## config.mk

```make
export PLATFORM = sky130hd
export DESIGN_NAME = step_event_coalescer
export DESIGN_NICKNAME = d
export VERILOG_FILES = /design/src/hw/rtl/sec_pkg.sv /design/src/hw/rtl/step_event_coalescer.sv
export SDC_FILE = /design/constraint.sdc
export NUM_CORES = 1
export LEC_CHECK = 0
export BUFFER_PORTS_ARGS = -buffer_cell sky130_fd_sc_hd__buf_2
export CAP_MARGIN = 20
export CORE_ASPECT_RATIO = 1.25
export CORE_MARGIN = 4
export CORE_UTILIZATION = 35
export CTS_BUF_LIST = sky130_fd_sc_hd__clkbuf_2 sky130_fd_sc_hd__clkbuf_4 sky130_fd_sc_hd__clkbuf_8
export CTS_CLUSTER_DIAMETER = 200
export DETAILED_ROUTE_END_ITERATION = 16
export SYNTH_ARGS = -nofsm -noshare
export SYNTH_HDL_FRONTEND = slang
export SYNTH_SLANG_ARGS = --single-unit
```

## constraint.sdc

```tcl
create_clock -name clk_i -period 6.5 [get_ports clk_i]
set_clock_uncertainty 0.15 [all_clocks]
set_input_delay 0.325 -clock clk_i [delete_from_list [all_inputs] [get_ports clk_i]]
set_output_delay 0.325 -clock clk_i [all_outputs]
set_load 0.05 [all_outputs]
```

## src/hw/rtl/sec_pkg.sv

```systemverilog
// Package for the step event coalescer: field types, limits, codes and reset values.
package sec_pkg;

  localparam int unsigned MagW   = 20;
  localparam int unsigned SumW   = 24;
  localparam int unsigned TimeW  = 32;
  localparam int unsigned CountW = 16;
  localparam int unsigned CfgW   = 32;

  typedef logic [MagW-1:0]   mag_t;
  typedef logic [SumW-1:0]   sum_t;
  typedef logic [TimeW-1:0]  time_t;
  typedef logic [CountW-1:0] count_t;
  typedef logic [CfgW-1:0]   cfg_data_t;

  typedef enum logic {
    ActEvent = 1'b0,
    ActTick  = 1'b1
  } action_e;

  typedef enum logic {
    CfgMergeWindow    = 1'b0,
    CfgSampleInterval = 1'b1
  } cfg_index_e;

  localparam sum_t   SumMax   = {SumW{1'b1}};
  localparam count_t CountMax = {CountW{1'b1}};

  localparam time_t MergeWindowReset    = 32'd100000;
  localparam time_t SampleIntervalReset = 32'd20000;

endpackage

```

## src/hw/rtl/step_event_coalescer.sv

```systemverilog
// Step event coalescer: merges fragments of one power step into a single released event.
//
// Input channel: in_valid_i / in_stall_o carry one request per item: an event fragment
// (action 0) with direction, magnitude and timestamp, or a time tick (action 1) that
// only uses now_us_i. A request is taken at an edge with valid high and stall low.
// Output channel: out_valid_o / out_stall_i carry exactly one result per request.
// released_o says whether a merged event comes out; when it is low the event fields
// are zero.
// Pipeline: an accepted request passes the input register, then the merge/release
// decision is written into the result register.
// Throughput: one request per cycle while the output is not stalled; the pending-event
// state is read and rewritten between the two registers, so back-to-back requests see
// each other's updates.
// Stall: while out_stall_i holds a result, the input register keeps its request and
// in_stall_o rises once it is full; nothing is dropped or repeated.
// Reset: no pending event, all time marks zero, merge window 100000 us, sample interval 20000 us.
// The user must make configuration writes only while no request is in flight; the block does not enforce this.
module step_event_coalescer (
  input  logic               clk_i,
  input  logic               rst_ni,
  input  logic               in_valid_i,
  output logic               in_stall_o,
  input  logic               action_i,
  input  logic               direction_i,
  input  sec_pkg::mag_t      magnitude_va_i,
  input  sec_pkg::time_t     dated_us_i,
  input  sec_pkg::time_t     now_us_i,
  output logic               out_valid_o,
  input  logic               out_stall_i,
  output logic               released_o,
  output logic               out_direction_o,
  output sec_pkg::sum_t      out_magnitude_va_o,
  output sec_pkg::time_t     out_dated_us_o,
  output sec_pkg::count_t    out_fragments_o,
  input  logic               cfg_we_i,
  input  logic               cfg_index_i,
  input  sec_pkg::cfg_data_t cfg_wdata_i
);
  import sec_pkg::*;

  // configuration
  time_t win_q, sint_q;

  always_ff @(posedge clk_i or negedge rst_ni) begin
    if (!rst_ni) begin
      win_q  <= MergeWindowReset;
      sint_q <= SampleIntervalReset;
    end else if (cfg_we_i) begin
      case (cfg_index_e'(cfg_index_i))
        CfgMergeWindow:    win_q  <= cfg_wdata_i;
        CfgSampleInterval: sint_q <= cfg_wdata_i;
        default: ;
      endcase
    end
  end

  // input register
  logic    s1_valid_q;
  action_e s1_action_q;
  logic    s1_dir_q;
  mag_t    s1_mag_q;
  time_t   s1_dated_q, s1_now_q;
  logic    s1_adv, in_take;

  assign s1_adv     = !out_valid_o || !out_stall_i;
  assign in_stall_o = s1_valid_q && !s1_adv;
  assign in_take    = in_valid_i && !in_stall_o;

  always_ff @(posedge clk_i or negedge rst_ni) begin
    if (!rst_ni) begin
      s1_valid_q <= 1'b0;
    end else if (s1_adv || !s1_valid_q) begin
      s1_valid_q <= in_valid_i;
    end
  end

  always_ff @(posedge clk_i) begin
    if (in_take) begin
      s1_action_q <= action_e'(action_i);
      s1_dir_q    <= direction_i;
      s1_mag_q    <= magnitude_va_i;
      s1_dated_q  <= dated_us_i;
      s1_now_q    <= now_us_i;
    end
  end

  // pending event state
  logic   pend_valid_q, pend_valid_d;
  logic   pend_dir_q, pend_dir_d;
  sum_t   pend_sum_q, pend_sum_d;
  time_t  pend_first_q, pend_first_d;
  count_t pend_count_q, pend_count_d;
  time_t  last_dated_q, last_dated_d;
  time_t  last_arr_q, last_arr_d;

  logic            fire, is_tick, in_win, past_win, join_ev, rel;
  time_t           dated_diff, arr_diff;
  logic [TimeW:0]  limit;
  logic [SumW:0]   sum_raw;

  assign fire       = s1_valid_q && s1_adv;
  assign is_tick    = (s1_action_q == ActTick);
  assign dated_diff = s1_dated_q - last_dated_q;
  assign arr_diff   = s1_now_q - last_arr_q;
  // window plus half the sample interval, kept at 33 bits so it cannot wrap
  assign limit      = {1'b0, win_q} + {2'b00, sint_q[TimeW-1:1]};
  assign in_win     = {1'b0, dated_diff} <= limit;
  assign past_win   = arr_diff > win_q;
  assign join_ev    = !is_tick && pend_valid_q && (s1_dir_q == pend_dir_q) && in_win;
  assign rel        = pend_valid_q && (is_tick ? past_win : !join_ev);
  assign sum_raw    = {1'b0, pend_sum_q} + {{(SumW-MagW+1){1'b0}}, s1_mag_q};

  always_comb begin
    pend_valid_d = pend_valid_q;
    pend_dir_d   = pend_dir_q;
    pend_sum_d   = pend_sum_q;
    pend_first_d = pend_first_q;
    pend_count_d = pend_count_q;
    last_dated_d = last_dated_q;
    last_arr_d   = last_arr_q;
    if (fire) begin
      if (is_tick) begin
        if (rel) begin
          pend_valid_d = 1'b0;
        end
      end else if (join_ev) begin
        pend_sum_d   = sum_raw[SumW] ? SumMax : sum_raw[SumW-1:0];
        if (pend_count_q != CountMax) begin
          pend_count_d = pend_count_q + count_t'(1);
        end
        last_dated_d = s1_dated_q;
        last_arr_d   = s1_now_q;
      end else begin
        pend_valid_d = 1'b1;
        pend_dir_d   = s1_dir_q;
        pend_sum_d   = {{(SumW-MagW){1'b0}}, s1_mag_q};
        pend_first_d = s1_dated_q;
        pend_count_d = count_t'(1);
        last_dated_d = s1_dated_q;
        last_arr_d   = s1_now_q;
      end
    end
  end

  always_ff @(posedge clk_i or negedge rst_ni) begin
    if (!rst_ni) begin
      pend_valid_q <= 1'b0;
      pend_dir_q   <= 1'b0;
      pend_sum_q   <= '0;
      pend_first_q <= '0;
      pend_count_q <= '0;
      last_dated_q <= '0;
      last_arr_q   <= '0;
    end else begin
      pend_valid_q <= pend_valid_d;
      pend_dir_q   <= pend_dir_d;
      pend_sum_q   <= pend_sum_d;
      pend_first_q <= pend_first_d;
      pend_count_q <= pend_count_d;
      last_dated_q <= last_dated_d;
      last_arr_q   <= last_arr_d;
    end
  end

  // result register
  logic   out_valid_q;
  logic   rel_q, odir_q;
  sum_t   omag_q;
  time_t  odated_q;
  count_t ofrag_q;

  always_ff @(posedge clk_i or negedge rst_ni) begin
    if (!rst_ni) begin
      out_valid_q <= 1'b0;
    end else if (s1_adv) begin
      out_valid_q <= s1_valid_q;
    end
  end

  always_ff @(posedge clk_i) begin
    if (fire) begin
      rel_q    <= rel;
      odir_q   <= rel ? pend_dir_q : 1'b0;
      omag_q   <= rel ? pend_sum_q : '0;
      odated_q <= rel ? pend_first_q : '0;
      ofrag_q  <= rel ? pend_count_q : '0;
    end
  end

  assign out_valid_o        = out_valid_q;
  assign released_o         = rel_q;
  assign out_direction_o    = odir_q;
  assign out_magnitude_va_o = omag_q;
  assign out_dated_us_o     = odated_q;
  assign out_fragments_o    = ofrag_q;

  // checks
  a_stall_needs_item: assert property (@(posedge clk_i) disable iff (!rst_ni)
    in_stall_o |-> s1_valid_q) else $error("input stalled with empty input register");

  a_pending_has_count: assert property (@(posedge clk_i) disable iff (!rst_ni)
    pend_valid_q |-> (pend_count_q != '0)) else $error("pending event with zero count");

  a_event_leaves_pending: assert property (@(posedge clk_i) disable iff (!rst_ni)
    (fire && !is_tick) |=> pend_valid_q) else $error("event request left nothing pending");

  a_release_has_frags: assert property (@(posedge clk_i) disable iff (!rst_ni)
    (out_valid_o && released_o) |-> (out_fragments_o != '0))
    else $error("released event with no fragments");

  a_quiet_is_zero: assert property (@(posedge clk_i) disable iff (!rst_ni)
    (out_valid_o && !released_o) |-> (out_fragments_o == '0 && out_magnitude_va_o == '0))
    else $error("non-release result carries event data");

endmodule

```

After elaboration in Yosys (flattened, before gate mapping)
Cells that the tools add are included.

word-level totals
  bits in registers = 364
  latch bits = 0
  memory bits (writable) = 0
  memory bits (read-only) = 0
  input port bits = 124
  memories = 0

cells by class
  $add $sub $neg = 5
  multipliers = 0
  div/mod/pow operators = 0
  $lt $le $gt $ge = 2
  eq/ne operators = 5
  shifts and indexed selects = 0
  mux-type cells = 8
  bitwise operators = 3
  reductions and logical operators = 22

operators with widths
  kind                                                             count
  32-bit subtractor                                                2
  24-bit 2-to-1 mux                                                2
  32-bit by 31-bit adder with 33-bit output                        1
  32-bit by 33-bit less-or-equal comparator with 1-bit output      1
  32-bit greater-than comparator                                   1
  16-bit 2-to-1 mux                                                2
  24-bit by 20-bit adder with 25-bit output                        1
  16-bit by 1-bit adder with 16-bit output, second input constant  1
  16-bit != test, second input constant                            1
  3-bit AND reduction                                              3
  1-bit logical AND                                                7
  1-bit zero test                                                  7
  2-bit AND reduction                                              3
  1-bit 2-to-1 mux                                                 4
  2-bit by 1-bit != test with 1-bit output, second input constant  2
  1-bit NOT                                                        3
  1-bit logical OR                                                 2
  2-bit != test, second input constant                             1
  1-bit == test                                                    1

Depth between registers and ports, before layout
  depth after elaboration = 9
  gate-level depth with buffers = 25
  depth with buffers taken out = 23

Least setup slack after synthesis
No wires, ideal clock.

  path kind = reg2reg
  from = reg s1_now_q[0]
  to = reg omag_q[16], in the netlist out_magnitude_va_o[16] (data pin)
  setup time = 256 ps
  arrival = 4515 ps
  data required time = 6094 ps
  path slack = 1580 ps
  cell stages (with the launch flop) = 23
  path buffers = 2
  period minus slack after synthesis = 4920 ps
  cells stage by stage = edfxtp_1 > inv_1 > ha_1 > inv_1 > fa_1 > a21o_1 > o2bb2ai_1 > o211ai_1 > a2111oi_1 > a31oi_1 > a21oi_2 > a311o_1 > a21oi_2 > xnor2_1 > ha_1 > nand2_1 > or3_1 > or4_1 > o21a_1 > a21oi_2 > buf_4 > buf_6 > nor3b_1

on the way
  longest elaborated chain between the ends = 4

ends and longest elaborated chain
  what                            RTL line                     source
  start: declaration              step_event_coalescer.sv:62   time_t s1_dated_q, s1_now_q;
  start signal: assignment        step_event_coalescer.sv:83   s1_now_q <= now_us_i;
  32-bit subtractor               step_event_coalescer.sv:104  assign arr_diff = s1_now_q - last_arr_q;
  32-bit greater-than comparator  step_event_coalescer.sv:108  assign past_win = arr_diff > win_q;
  1-bit 2-to-1 mux                step_event_coalescer.sv:110  assign rel = pend_valid_q && (is_tick ? past_win : !join_ev);
  1-bit logical AND               step_event_coalescer.sv:110
  end signal: assignment          step_event_coalescer.sv:184  omag_q <= rel ? pend_sum_q : '0;
  end: declaration                step_event_coalescer.sv:168  sum_t omag_q;

Every way passes these cells.
A chain may end at the register's enable or synchronous reset.

Worst setup path in the final report
  from = reg s1_dated_q[0]
  to = reg pend_sum_q[13]

on the way
  longest elaborated chain between the ends = 4

ends and longest elaborated chain
  what                                                         RTL line                     source
  start: declaration                                           step_event_coalescer.sv:62
  start signal: assignment                                     step_event_coalescer.sv:82   s1_dated_q <= dated_us_i;
  32-bit subtractor                                            step_event_coalescer.sv:103  assign dated_diff = s1_dated_q - last_dated_q;
  32-bit by 33-bit less-or-equal comparator with 1-bit output  step_event_coalescer.sv:107  assign in_win = {1'b0, dated_diff} <= limit;
  1-bit logical AND                                            step_event_coalescer.sv:109  assign join_ev = !is_tick && pend_valid_q && (s1_dir_q == pend_dir_q) && in_win;
  24-bit 2-to-1 mux                                            step_event_coalescer.sv:126  end else if (join_ev) begin
  end signal: assignment                                       step_event_coalescer.sv:157  pend_sum_q <= pend_sum_d;
  end: declaration                                             step_event_coalescer.sv:90   sum_t pend_sum_q, pend_sum_d;

Every way passes these cells.

==> key figures <==
Placement
  • Port bufs: 199
  • Pre-CTS setup slack: between 0.4 and 0.5 ns
  • Placed cell count: 2858
  • Global placement routability congestion: 0.9045
  • Post-DP HPWL: between 30 and 40 mm

Die
  • Die area: 63530 um2
  • FP Rows: 99
  • I/O Pins: 200
  • Core box area: 58710 um2
  • Die width: roughly 230 um
  • Die H: 280.8 um
  • Starting Density: 0.3549

Drt
  • TritonRoute pass-1 iters: 7
  • Routed wire length: 52.24 mm
  • Vias per std cell: 5.064
  • First-iteration detailed-routing DRC count: 831
  • Routed len/inst: 16.84 um
  • ANT nets after route: 0
  • Vias: 15710
  • DR DRC count: 0

Timing
  • Setup tns final: 0 ns
  • Worst Tran Pin Value: approximately 0.9 ns
  • Final Hold Fails: 0
  • Slack of the critical path: 0.5035 ns
  • Fin crit share: 0.9225
  • Fmax: 0.1668 GHz
  • Final worst path period need: 5.997 ns
  • Final setup fails: 0
  • Slew headroom: 0.3951
  • Hold WS: 0.1941 ns
  • Fin. max-slew vios: 0
  • RSZ-0062 raised after global routing: false

Synthesis
  • XOR/XNOR Fraction of Synth Area: 0.04371
  • Post-synthesis simple-gate area fraction: 0.1279
  • Net Count, Synth: 2267
  • Distinct cells, synth: 81
  • Post-synthesis register bit count: 363
  • Number of synthesized flops with an enable pin: between 150 and 200
  • Mapped Cells: 1961
  • Biggest area consumer among synthesized cells: dfrtp_1
  • Largest family of logic cells by synthesized area: compound AO/OA/AOI/OAI gates
  • Synth top area share: 0.2305
  • Sequential area share after synthesis: 0.4750
  • Post-Syn Area: 20840 um2
  • Ys async rst share: 0.5592
  • Synth Flop Type: dfrtp_1
  • Mux contribution to synthesized area: 0.03656
  • Compound-gate portion of the synthesized area: 0.1606
  • Synth area leaders: dfrtp_1, edfxtp_1, ha_1, o21ai_0, mux2_2
  • Mean Syn Cell Area: between 10 and 15 um2
  • Adder-cell share of the synthesized area: 0.1107
  • Synth warnings: 0

Worst setup path
  • Arr. time, crit path: between 6 and 7 ns
  • Critical path type: register to register
  • Critical path startpoint category: register
  • Crit end category: register
  • Worst path bufs/invs: 2
  • Critical path's slowest cell: fa_1
  • CP Cell Sequence: inv_1 > ha_1 > fa_1 > nor2b_1 > o31a_1 > o31ai_1 > o211ai_1 > a21oi_2 > o311a_1 > o31ai_1 > a21oi_1 > xnor2_1 > ha_1 > a21o_1 > a211oi_1 > o21ai_0 > a2111oi_1 > a31oi_1 > o22ai_4 > buf_12 > o211ai_1 > a22o_1
  • Critical path's top delay family: compound AO/OA/AOI/OAI gates
  • Worst Setup SP: s1_dated_q[0]$_DFFE_PP_
  • Critical path peak fanout: 119
  • Crit path required time: 6.88 ns
  • Worst reg2reg startpoint: s1_dated_q[0]$_DFFE_PP_
  • Critical Path Max Stage Delay: 0.41 ns

Global route
  • Largest net degree at the start of global routing: 120
  • First-pass GRT wire length: 84.41 mm
  • Vias in the first global route: 15900
  • GRT Total Usage: 0.1646
  • Grt total ovfl: 0
  • Initial antenna violation count: 3

Clocking
  • Skew-Pair Late Insertion Delay: 0.63 ns
  • Total CTS buffers: between 60 and 70
  • CTS clock-pin slew for the worst setup and hold paths: 0.07 ns
  • Clk sink count: 363
  • CTS root buf: clkbuf_8
  • H-Tree Level Count: 3
  • Max clock buf depth: 3
  • CTS resizes: 0
  • CTS tree: done

Final layout
  • Storage element area: 9898 um2
  • Fill cells: 5631
  • Most frequent cells in the layout: buf_2, dfrtp_1, ha_1
  • Area Overhead vs Synth: 20.68%
  • Fin nets: 2597
  • Layout cell share with drive strength beyond 1: 0.1852
  • Final Non-Filler Cells: just over 3000
  • Multi-input gate area: 10030 um2
  • Commonest non-fill, non-tap cell in the layout: buf_2

Worst hold path
  • Hold Startpoint: cfg_index_i
  • HP Class: input port to register

Job
  • Max cap viols: 0

Power and ir drop
  • VDD IR max: 0.0001924 V
  • Pwr per Cell Area: about 370 nW/um2
  • Static Leak: 10.96 nW

Status
  • Outcome: completed
[path summary, 6_finish.rpt]
| check | slack (ns) | to | cells past startpoint |
|---|---|---|---|
| setup / recovery | 0.50 | pend_sum_q[13]$_DFFE_PN0P_ | 22 |
| hold / removal | 0.19 | win_q[15]$_DFFE_PN1P_ | 5 |
| setup reg to reg | 0.50 | pend_sum_q[13]$_DFFE_PN0P_ | 22 |
| hold reg to reg | 0.34 | last_arr_q[29]$_DFFE_PN0P_ | 2 |
| max in group asynchronous | 4.64 | sint_q[27]$_DFFE_PN0P_ | 3 |
| min in group asynchronous | 0.20 | pend_sum_q[16]$_DFFE_PN0P_ | 2 |
[cell families after synthesis]
kind of cell,Yosys count
xor gates and xnor gates,104
AOI/OAI and AO/OA,525
and+or+nand+nor,509
buffers and inverters,211
muxes,67
DFF,363
adders and majority gates,182
[stage by stage]
stage / power, mW / cell area (um2) / utilization
CTS: 9.540 / 25150 / 0.4283
finish: 9.405 / 25150 / 0.4283
floorplan: 6.212 / 20840 / -
global route: 10.13 / 25150 / 0.4283
global placement: 6.981 / 22530 / 0.3837
detailed placement: 7.107 / 22530 / 0.3837
[Yosys cell counts, types with 7 or more instances]
master / instances
buf_6: 17
and3_1: 17
nand2_1: 171
a21oi_1: 109
dfstp_2: 11
xor2_1: 37
nand3_1: 41
o21bai_1: 15
a21o_1: 67
nand2b_1: 22
mux2_2: 61
nor3_1: 20
nand4_1: 26
a211oi_1: 14
o21ai_1: 14
nor3b_1: 70
dfrtp_1: 192
nor2_1: 76
nor2b_1: 19
inv_1: 140
o21a_1: 39
xnor2_1: 67
o21ai_0: 160
ha_1: 178
a22o_1: 14
o31ai_1: 7
a41oi_1: 7
clkbuf_1: 38
a31oi_1: 14
o211ai_1: 7
edfxtp_1: 160
[power breakdown]
group          internal (mW)  leakage (nW)  switching [mW]
logic                   1.60          6.19            2.36
clock network           1.28         0.739            1.01
registers               2.91          4.03           0.232
total                   5.80          11.0            3.61
[repair_timing]
action / 4_1_cts / 5_1_grt
hold endpoints to repair: 235 / 0
hold buffers: 122 / 0
setup buffers: 0 / 0
[registers in the layout, summed over array words and instances, names as in the netlist, 20 cells and up]
name                count
pend_first_q           32
out_dated_us_o         32
out_magnitude_va_o     24
pend_sum_q             24
win_q                  32
s1_now_q               32
sint_q                 31
s1_dated_q             32
s1_mag_q               20
last_dated_q           32
last_arr_q             32
[cell type report]
cell class,instances,area share
Tap cell,757,0.03766
Clock buffer,93,0.04567
Clock inverter,28,0.009801
Timing Repair Buffer,333,0.09358
Inverter,140,0.02090
Multi-Input combinational cell,1387,0.3987
Sequential cell,363,0.3936
Antenna cell,1,0.00009950
[routing by layer]
metal,global-route usage,up-vias,share of wire
met5,0,-,0
met1,0.2144,7441,0.44
met3,0.02643,92,0.050
met2,0.2788,392,0.48
li1,-,7785,-
met4,0.05700,0,0.027
[worst register-to-register path: cells and delay by family, from the launching register on]
family                   cells  cell delay, ns
flip-flops                   1            0.37
AND/OR/NAND/NOR              1            0.17
adder cells (fa/ha/maj)      3            0.94
XOR/XNOR                     1            0.23
AO/OA/AOI/OAI               15            3.56
buffers and inverters        2            0.46
(Power assumes the default switching activity.)
